[src/rtl/ils_pkg.sv]
// Shared definitions for the indexed list store: request codes, status codes,
// field widths and the default capacity. No dependencies.
package ils_pkg;

   // Field widths of one request and one response
   localparam int MODE_W   = 3;
   localparam int POS_W    = 8;
   localparam int VALUE_W  = 32;
   localparam int LENGTH_W = 7;
   localparam int STATUS_W = 2;

   // Default number of entries the store can hold
   localparam int DEFAULT_CAPACITY = 64;

   // Request codes
   localparam logic [MODE_W-1:0] MODE_GET  = 3'd0;
   localparam logic [MODE_W-1:0] MODE_HEAD = 3'd1;
   localparam logic [MODE_W-1:0] MODE_TAIL = 3'd2;
   localparam logic [MODE_W-1:0] MODE_AT   = 3'd3;
   localparam logic [MODE_W-1:0] MODE_DEL  = 3'd4;

   // Response status codes
   localparam logic [STATUS_W-1:0] STATUS_DONE  = 2'd0;
   localparam logic [STATUS_W-1:0] STATUS_RANGE = 2'd1;
   localparam logic [STATUS_W-1:0] STATUS_FULL  = 2'd2;

   // Read value reported for a get that misses
   localparam logic signed [VALUE_W-1:0] MISS_VALUE = -32'sd1;

endpackage

[src/rtl/ils_store_ram.sv]
// Entry memory of the indexed list store: one write port, one read port with
// registered read data. Depends on ils_pkg for the entry width.
module ils_store_ram #(
   parameter int DEPTH = ils_pkg::DEFAULT_CAPACITY,
   parameter int AW    = $clog2(DEPTH)
) (
   input  logic                               clock,
   input  logic                               wr_en,
   input  logic [AW-1:0]                      wr_addr,
   input  logic signed [ils_pkg::VALUE_W-1:0] wr_data,
   input  logic [AW-1:0]                      rd_addr,
   output logic signed [ils_pkg::VALUE_W-1:0] rd_data
);
   import ils_pkg::*;

   logic signed [VALUE_W-1:0] mem [DEPTH];
   logic signed [VALUE_W-1:0] rd_data_ff;

   // Write one entry when wr_en is set and read one entry every cycle
   always_ff @(posedge clock) begin
      if (wr_en) begin
         mem[wr_addr] <= wr_data;
      end
      rd_data_ff <= mem[rd_addr];
   end

   assign rd_data = rd_data_ff;

endmodule

[src/rtl/indexed_list_store.sv]
// Indexed list store: an ordered list of up to CAPACITY signed 32-bit values
// kept packed from position 0, with get, insert at head, tail or before a
// position, and delete at a position; every item gives one response. The list
// lives in a single-port-write, single-port-read memory, and one up/down index
// unit walks it one entry per read and write state pair. A get reads, then
// captures, then responds. An insert moves each entry from the position on up
// one place and writes the value; a delete moves each later entry down one
// place. Rejects for range, a full store or an unused code go straight to the
// finish state. One item is in work at a time: req_stall stays high until the
// response is in the output register. The memory needs no clearing after reset.
module indexed_list_store #(
   parameter int CAPACITY = ils_pkg::DEFAULT_CAPACITY
) (
   input  logic                                clock,
   input  logic                                reset,
   input  logic                                req_valid,
   output logic                                req_stall,
   input  logic [ils_pkg::MODE_W-1:0]          req_mode,
   input  logic [ils_pkg::POS_W-1:0]           req_position,
   input  logic signed [ils_pkg::VALUE_W-1:0]  req_item_value,
   output logic                                rsp_valid,
   input  logic                                rsp_stall,
   output logic signed [ils_pkg::VALUE_W-1:0]  rsp_read_value,
   output logic                                rsp_found,
   output logic [ils_pkg::LENGTH_W-1:0]        rsp_list_length,
   output logic [ils_pkg::STATUS_W-1:0]        rsp_status
);
   import ils_pkg::*;

   localparam int AW = $clog2(CAPACITY);
   localparam int CW = $clog2(CAPACITY + 1);
   localparam int XW = (CW > POS_W) ? CW : POS_W;

   typedef enum logic [3:0] {
      S_IDLE, S_GET_RD, S_GET_CAP, S_INS_RD, S_INS_WR, S_INS_PUT,
      S_DEL_RD, S_DEL_WR, S_DEL_END, S_FINISH
   } state_type;

   state_type                 state_ff, state_in;
   logic [CW-1:0]             count_ff, count_in;
   logic [CW-1:0]             idx_ff, idx_in;
   logic [CW-1:0]             tgt_ff, tgt_in;
   logic signed [VALUE_W-1:0] val_ff, val_in;
   logic signed [VALUE_W-1:0] res_read_ff, res_read_in;
   logic                      res_found_ff, res_found_in;
   logic [STATUS_W-1:0]       res_status_ff, res_status_in;
   logic                      rsp_valid_ff, rsp_valid_in;
   logic signed [VALUE_W-1:0] rsp_read_ff, rsp_read_in;
   logic                      rsp_found_ff, rsp_found_in;
   logic [LENGTH_W-1:0]       rsp_length_ff, rsp_length_in;
   logic [STATUS_W-1:0]       rsp_status_ff, rsp_status_in;

   logic                      accept;
   logic                      step_down;
   logic [CW-1:0]             step;
   logic [XW-1:0]             pos_x;
   logic [XW-1:0]             count_x;
   logic [XW-1:0]             at_x;
   logic                      full;
   logic                      wr_en;
   logic [AW-1:0]             wr_addr;
   logic signed [VALUE_W-1:0] wr_data;
   logic [AW-1:0]             rd_addr;
   logic signed [VALUE_W-1:0] rd_data;

   assign req_stall = (state_ff != S_IDLE);
   assign accept    = req_valid && !req_stall;

   // Shared index unit: step one place down while inserting, up otherwise
   assign step_down = (state_ff == S_INS_RD) || (state_ff == S_INS_WR);
   assign step      = step_down ? (idx_ff - CW'(1)) : (idx_ff + CW'(1));

   // Range checks on a common width
   assign pos_x   = XW'(req_position);
   assign count_x = XW'(count_ff);
   assign full    = (count_ff == CW'(CAPACITY));

   always_comb begin
      case (req_mode)
         MODE_HEAD: at_x = '0;
         MODE_TAIL: at_x = count_x;
         default:   at_x = pos_x;
      endcase
   end

   // Memory port control
   assign wr_en   = (state_ff == S_INS_WR) || (state_ff == S_DEL_WR)
                 || (state_ff == S_INS_PUT);
   assign wr_addr = (state_ff == S_INS_PUT) ? tgt_ff[AW-1:0] : idx_ff[AW-1:0];
   assign wr_data = (state_ff == S_INS_PUT) ? val_ff : rd_data;
   assign rd_addr = (state_ff == S_GET_RD) ? idx_ff[AW-1:0] : step[AW-1:0];

   ils_store_ram #(
      .DEPTH (CAPACITY),
      .AW    (AW)
   ) u_ram (
      .clock   (clock),
      .wr_en   (wr_en),
      .wr_addr (wr_addr),
      .wr_data (wr_data),
      .rd_addr (rd_addr),
      .rd_data (rd_data)
   );

   // Sequencer next state
   always_comb begin
      state_in      = state_ff;
      count_in      = count_ff;
      idx_in        = idx_ff;
      tgt_in        = tgt_ff;
      val_in        = val_ff;
      res_read_in   = res_read_ff;
      res_found_in  = res_found_ff;
      res_status_in = res_status_ff;
      rsp_valid_in  = rsp_valid_ff;
      rsp_read_in   = rsp_read_ff;
      rsp_found_in  = rsp_found_ff;
      rsp_length_in = rsp_length_ff;
      rsp_status_in = rsp_status_ff;

      // Drop the response once taken
      if (rsp_valid_ff && !rsp_stall) begin
         rsp_valid_in = 1'b0;
      end

      unique case (state_ff)
         S_IDLE: begin
            if (accept) begin
               val_in        = req_item_value;
               res_read_in   = '0;
               res_found_in  = 1'b0;
               res_status_in = STATUS_RANGE;
               state_in      = S_FINISH;
               case (req_mode) inside
                  MODE_GET: begin
                     if (pos_x < count_x) begin
                        idx_in        = CW'(pos_x);
                        res_found_in  = 1'b1;
                        res_status_in = STATUS_DONE;
                        state_in      = S_GET_RD;
                     end else begin
                        res_read_in = MISS_VALUE;
                     end
                  end
                  MODE_HEAD, MODE_TAIL, MODE_AT: begin
                     if (at_x > count_x) begin
                        res_status_in = STATUS_RANGE;
                     end else if (full) begin
                        res_status_in = STATUS_FULL;
                     end else begin
                        idx_in        = count_ff;
                        tgt_in        = CW'(at_x);
                        res_found_in  = 1'b1;
                        res_status_in = STATUS_DONE;
                        state_in      = (at_x == count_x) ? S_INS_PUT : S_INS_RD;
                     end
                  end
                  MODE_DEL: begin
                     if (pos_x < count_x) begin
                        idx_in        = CW'(pos_x);
                        tgt_in        = count_ff - CW'(1);
                        res_found_in  = 1'b1;
                        res_status_in = STATUS_DONE;
                        state_in      = (CW'(pos_x) == count_ff - CW'(1)) ? S_DEL_END
                                                                         : S_DEL_RD;
                     end
                  end
                  default: begin
                     res_status_in = STATUS_RANGE;
                  end
               endcase
            end
         end
         S_GET_RD: begin
            state_in = S_GET_CAP;
         end
         S_GET_CAP: begin
            res_read_in = rd_data;
            state_in    = S_FINISH;
         end
         // Move the entry below idx up into idx
         S_INS_RD: begin
            state_in = S_INS_WR;
         end
         S_INS_WR: begin
            idx_in   = step;
            state_in = (step == tgt_ff) ? S_INS_PUT : S_INS_RD;
         end
         S_INS_PUT: begin
            count_in = count_ff + CW'(1);
            state_in = S_FINISH;
         end
         // Move the entry above idx down into idx
         S_DEL_RD: begin
            state_in = S_DEL_WR;
         end
         S_DEL_WR: begin
            idx_in   = step;
            state_in = (step == tgt_ff) ? S_DEL_END : S_DEL_RD;
         end
         S_DEL_END: begin
            count_in = count_ff - CW'(1);
            state_in = S_FINISH;
         end
         // Load the response once the output register is free
         S_FINISH: begin
            if (!rsp_valid_ff || !rsp_stall) begin
               rsp_valid_in  = 1'b1;
               rsp_read_in   = res_read_ff;
               rsp_found_in  = res_found_ff;
               rsp_length_in = count_x[LENGTH_W-1:0];
               rsp_status_in = res_status_ff;
               state_in      = S_IDLE;
            end
         end
         default: begin
            state_in = S_IDLE;
         end
      endcase
   end

   // Hold state and registered outputs
   always_ff @(posedge clock) begin
      if (reset) begin
         state_ff     <= S_IDLE;
         count_ff     <= '0;
         rsp_valid_ff <= 1'b0;
      end else begin
         state_ff     <= state_in;
         count_ff     <= count_in;
         rsp_valid_ff <= rsp_valid_in;
      end
      idx_ff        <= idx_in;
      tgt_ff        <= tgt_in;
      val_ff        <= val_in;
      res_read_ff   <= res_read_in;
      res_found_ff  <= res_found_in;
      res_status_ff <= res_status_in;
      rsp_read_ff   <= rsp_read_in;
      rsp_found_ff  <= rsp_found_in;
      rsp_length_ff <= rsp_length_in;
      rsp_status_ff <= rsp_status_in;
   end

   assign rsp_valid       = rsp_valid_ff;
   assign rsp_read_value  = rsp_read_ff;
   assign rsp_found       = rsp_found_ff;
   assign rsp_list_length = rsp_length_ff;
   assign rsp_status      = rsp_status_ff;

endmodule
[config.mk]
export PLATFORM = sky130hd
export DESIGN_NAME = indexed_list_store
export DESIGN_NICKNAME = d
export VERILOG_FILES = /design/src/rtl/ils_pkg.sv /design/src/rtl/ils_store_ram.sv /design/src/rtl/indexed_list_store.sv
export SDC_FILE = /design/constraint.sdc
export NUM_CORES = 2
export LEC_CHECK = 0
export ABC_AREA = 1
export BUFFER_PORTS_ARGS = -buffer_cell sky130_fd_sc_hd__buf_2
export CORE_MARGIN = 10
export CORE_UTILIZATION = 53
export DETAILED_ROUTE_END_ITERATION = 10
export PLACE_DENSITY = 0.71
export REMOVE_ABC_BUFFERS = 1
export SLEW_MARGIN = 15
export SYNTH_ARGS = -nofsm -noshare
export SYNTH_HDL_FRONTEND = slang
export SYNTH_SLANG_ARGS = --single-unit
[constraint.sdc]
create_clock -name clock -period 7.35 [get_ports clock]
set_input_delay 0.3675 -clock clock [delete_from_list [all_inputs] [get_ports clock]]
set_output_delay 0.3675 -clock clock [all_outputs]
set_load 0.05 [all_outputs]
=== Word-level counts from Yosys, hierarchy flattened ===
Memory sizes are Yosys's and may differ from the RTL's. A register that Yosys moved wholly into a read port is not among the register bits.
Index checks and enable logic that the tools add are counted.

* Multiplexer cells: 54
* Reductions and logical operators: 26
* Eq/ne operators: 24
* $lt $le $gt $ge: 2
* Add/subtract/negate cells: 4
* Bitwise logic cells: 1

{| class="wikitable"
|+ Operators by type and width
! cell !! number
|-
| $mux W32 || 4
|-
| $mux W7 || 13
|-
| $pmux W32 S2 || 1
|-
| $mux W4 || 11
|-
| $pmux W4 S8 || 1
|-
| $pmux W7 S2 || 2
|-
| $eq A4 B3 Y1 const B || 4
|-
| $pmux W8 S2 || 1
|-
| $add A7 B1 Y7 const B || 2
|-
| $eq A7 B7 Y1 || 2
|-
| $sub A7 B1 Y7 const B || 2
|-
| $mux W1 || 13
|-
| $mux W6 || 2
|-
| $reduce_bool A2 Y1 || 5
|-
| $eq A4 B2 Y1 const B || 2
|-
| $eq A4 B4 Y1 const B || 2
|-
| $eq A8 B7 Y1 || 1
|-
| $gt A8 B7 Y1 || 1
|-
| $lt A8 B7 Y1 || 1
|-
| $mux W2 || 4
|-
| $ne A2 B2 Y1 const B || 4
|-
| $ne A4 B4 Y1 const B || 2
|-
| $reduce_and A2 Y1 || 4
|-
| $eq A7 B7 Y1 const B || 1
|-
| other kinds (17) || 26
|}

* Memories kept: 1
* Input bits: 47
* Bits in registers: 135
* Bits in writable memories: 2048
* Output and inout bits: 44
* Word-level logic and storage cells: 125

{| class="wikitable"
|+ Memory list
! name !! depth !! bits a word !! rd ports !! clocked after memory_dff !! write ports !! RTL line !! source
|-
| u_ram.mem || 64 || 32 || 1 || 1 || 1 || ils_store_ram.sv:16 || <nowiki>logic signed [VALUE_W-1:0] mem [DEPTH];</nowiki>
|}

=== Longest topological paths before layout ===
* Word-level depth: 10
* Mapped depth: 20
* Depth with buffers taken out: 19

=== Hierarchy ===
A second synthesis with hierarchy kept.

* Cell total of the unflattened synthesis: 7517
* Area, all modules: 89555.9 um^2

{| class="wikitable"
|+ By module, submodules not included
! module !! area an instance (um^2) !! times used !! sequential area each (um^2) !! cells an instance
|-
| ils_store_ram || 82738.1 || 1 || 62139.6 || 6769
|-
| indexed_list_store || 6817.8 || 1 || 3933.8 || 748
|}

=== Least setup slack after synthesis ===
OpenSTA, ideal clock, no wires.

* Path type: register -> register
* Start point: register state_ff[0]
* End point: memory u_ram.mem[34][0] (enable)
* Library setup time: 0.502 ns
* Data required time: 6.848 ns
* Buffers on the path: 1
* Setup slack: 2.214 ns
* Arrival: 4.635 ns
* Stages on the path, launching flop included: 12
* Path through: dfxtp_1 > inv_2 > nor2_4 > inv_1 > nor2_2 > inv_2 > buf_2 > nand2_1 > o21ai_0 > nor2_1 > nand2_1 > nor4_1

* Longest elaborated chain between the ends: 5
* Elaborated cells on any way between the ends: 8
* Classes of those cells: 3 x eq/ne; 3 x mux; 2 x reduce/logical

{| class="wikitable"
|+ RTL lines
! what !! RTL line !! source
|-
| start: declaration || indexed_list_store.sv:39 || <nowiki>state_type state_ff, state_in;</nowiki>
|-
| start signal: assignment || indexed_list_store.sv:229 || <nowiki>state_ff <= state_in;</nowiki>
|-
| $eq A4 B3 Y1 || indexed_list_store.sv:87 || <nowiki>assign wr_en = (state_ff == S_INS_WR) || (state_ff == S_DEL_WR)</nowiki>
|-
| $logic_or A1 B1 Y1 || indexed_list_store.sv:87 ||
|-
| $logic_or A1 B1 Y1 || indexed_list_store.sv:88 || <nowiki>|| (state_ff == S_INS_PUT);</nowiki>
|-
| $mux W1 || ils_store_ram.sv:21 || <nowiki>if (wr_en) begin</nowiki>
|-
| $mux W1 (implied by the code) || ils_store_ram.sv:22 || <nowiki>mem[wr_addr] <= wr_data;</nowiki>
|-
| end: declaration || ils_store_ram.sv:16 ||
|}

Several ways; a longest one is shown, not always the timed one.

=== Worst setup path in the final report ===
* Start point: register state_ff[3]
* End point: memory u_ram.mem[51][4] (enable)

The elaborated chain is that of the path after synthesis.

==> metrics <==
outcome complete, no violations; Worst Hold Depth 5; worst reg2reg endpoint u_ram.mem[51][4]$_DFFE_PP_; first-pass GRT wire length ~360000 µm; Mapped Cells between 7000 and 8000; overall fraction of global-route tracks in use about 26%; CP max FO 32; final cycle utilization of the critical path ~70%; I/O pin cnt 91; Synth area leader edfxtp_1; CP Cell Sequence nor2_2, inv_2, nor2_4, inv_2, buf_4, o21ai_1, inv_1, nand4_1, nor2_4, buf_4; ANT nets after route 0; Slew Limit Fails 0; Crit path max-delay family simple AND/OR/NAND/NOR gates; area grow syn2layout 11.2%; die area 0.188 mm²; Ys Warns 0; Synth area leaders edfxtp_1 72%, o21ai_0 5.5%, nand3_1 5.2%; Std-Cell Rows roughly 150; R2R setup slack 2220 ps; power density over the cells roughly 480 mW/mm²; Synth Area in Adders less than 1%; Final HPWL DP 130000 µm; Arrival @ worst endpoint ~5600 ps; Synth Area in Simple Gates 7.96%; initial antenna violation count 6; Tmin final between 5000 and 6000 ps; Worst Path Buf+Inv 5; Worst Clk Skew 47.4 ps; Buffers on Ports 90; GRT overflow 0; largest net degree at the start of global routing ~240; Post-Syn Area 0.0905 mm²; Synth Area in Compound Gates roughly an eighth; filler cell count 12900; Req. time, crit path 7850 ps; max-cap viol count 0; Leakage roughly 0.037 µW; Reg2Reg Depth 10; slowest stage delay, CP between 1000 and 1500 ps; main combinational cell family by area after synthesis compound AO/OA/AOI/OAI gates; total power approximately 48000 µW; Post-Layout Cell Count between 9000 and 10000; Critical-path top delay cell nor2_4; final hold vios 0; clk sink count around 2200; CTS tree built; Vias per Instance approximately 6; worst hold endpoint idx_ff[0]$_DFFE_PP_; root buf cell clkbuf_16; dpl ws between 2000 and 2500 ps; final setup margin ~2200 ps; placed cells 9358; drt first pass iters 6; Relative slew margins about 17%; setup violators final 0; # DRC 0; Max IR drop VDD 0.818 mV; CTS Buffer Depth 3; Syn Area/Cell approximately 12 µm²; wire per inst between 20 and 30 µm; design area 0.101 mm²; Synth Flop Type edfxtp_1; share of synthesized registers carrying an async set or reset 0%; Synth Register Bits ~2200; number of global-route vias before repair between 50000 and 60000; placed standard-cell area roughly 0.093 mm²; top cell types by occurrence after synthesis 2171 x edfxtp_1, 1051 x inv_1, 1003 x o21ai_0, 949 x nand3_1, 500 x a21oi_1; Die Wd 433 µm; Synth cell types 40; initial core utilization a little over half; mux contribution to synthesized area 0%; crit path launch type flop; RSZ-0062 raised after global routing no; CP endpoint kind flop; share of post-route cells with drive strength above 1 8.48%; postcts setup bufs 0; htree depth 4; hold_sp req_position[0]; GPL Wtd Cong slightly below 0.9; most common cell in the synthesized netlist edfxtp_1; Min-Delay Path Class in2reg; Core Box Area 0.170 mm²; number of flops mapped to enable cells by yosys 2171; Reg clk slew, reported paths about 60 ps; Via Count 59200; xor/xnor share of the synthesized area 0.0387%; sequential cell area fraction in the yosys report roughly 73%; drt total wl 246000 µm; Initial DRC Count between 9000 and 10000; Worst Max-Slew Pin Slew 1250 ps; top cell type's share of synthesized area 72.0%; RR Startpoint state_ff[3]$_SDFFE_PP0P_; Post-layout nets ~7500; critical setup path kind reg2reg; Critical Path Stages 10; number of CTS-inserted buffers 210; Worst-Skew Late Latency 860 ps; Die Y approximately 430 µm; Fmax about 200 MHz
## timing repair
action / in CTS / in global routing
hold buffers: 37 / 0
gates resized for setup: 0 / 0
endpoints found under the hold margin: 41 / 0
## area by class of cell
cell class / instances / area, µm² / area share, %
sequential: 2215 / 66100 / 65.6
clock buffer: 291 / 5700 / 5.66
antenna: 3 / 7.51 / 0.00745
tap: 2218 / 2780 / 2.76
clock inverter: 96 / 1070 / 1.07
timing repair buffer: 269 / 2220 / 2.20
inverter: 1057 / 3990 / 3.96
multi-input combinational: 3642 / 18900 / 18.8
## report_power, final
| group | leakage, µW | internal [µW] | switching, µW | total [µW] |
|---|---|---|---|---|
| Combinational | 0.0134 | 5150 | 15500 | 20700 |
| Sequential | 0.0200 | 16200 | 356 | 16600 |
| Clock | 0.00329 | 5940 | 4720 | 10700 |
## registers in the layout, indices dropped and copies added, names as in the netlist, 7 cells and up
signal / count
count_ff: 7
idx_ff: 7
res_read_ff: 32
rsp_list_length: 7
rsp_read_value: 32
tgt_ff: 7
u_ram.mem: 2048
u_ram.rd_data: 32
val_ff: 32
## stage by stage
step | utilization (%) | hold WS, ps | TNS (ps)
CTS | 59.3 | 45.9 | 0
global route | 59.4 | 79.4 | 0
floorplan | - | 400 | -550500
global placement | 55.0 | 401 | 0
detailed placement | 55.1 | 405 | 0
finish | 59.4 | 109 | 0
## how the worst max path moves through the flow
stage,startpoint,to,slack [ps]
floorplan,state_ff[0]$_SDFFE_PP0P_,u_ram.rd_data[19]$_DFF_P_,-17320
global placement,state_ff[2]$_SDFFE_PP0P_,u_ram.mem[11][10]$_DFFE_PP_,2470
detailed placement,state_ff[0]$_SDFFE_PP0P_,u_ram.mem[12][27]$_DFFE_PP_,2340
CTS,state_ff[0]$_SDFFE_PP0P_,u_ram.mem[12][19]$_DFFE_PP_,2320
global route,state_ff[2]$_SDFFE_PP0P_,u_ram.rd_data[6]$_DFF_P_,2030
finish,state_ff[3]$_SDFFE_PP0P_,u_ram.mem[51][4]$_DFFE_PP_,2220
## kinds of logic (layout without fill, tap and decap cells)
logic type	count (synthesis)	in the layout
flip-flops	2215	2215
AND/OR/NAND/NOR	1574	1574
AO/OA/AOI/OAI	2039	2039
adder cells (fa/ha/maj)	25	25
XOR/XNOR	4	4
other	0	3
buffers and inverters	1524	1713
## cells in the final DEF (no fill, tap or decap), types with 32 or more instances in the layout
cell           count
a21oi_1          500
buf_2             90
buf_4            119
clkbuf_1          67
clkbuf_16        210
clkinv_1          32
dfxtp_1           44
dlygate4sd3_1     37
edfxtp_1        2171
inv_1           1048
nand2_1          377
nand3_1          949
nor2_1           116
nor2_4            65
o211ai_1         161
o21ai_0          998
o21ai_1          349
## worst min-delay path, cell delays in order
cell and delay, ps:
buf_2 80, inv_1 80, nor2_1 110, a211oi_1 50, o22ai_1 110
## metal layers
metal / GRT usage [%] / share of wire, % / vias to the layer above
met4: 10.1 / 3.9 / 4
met1: 34.9 / 39 / 28800
met2: 39.8 / 46 / 3300
li1: - / - / 26500
met3: 6.09 / 12 / 528
met5: 0 / 0.0085 / -
(Power assumes the default switching activity.)
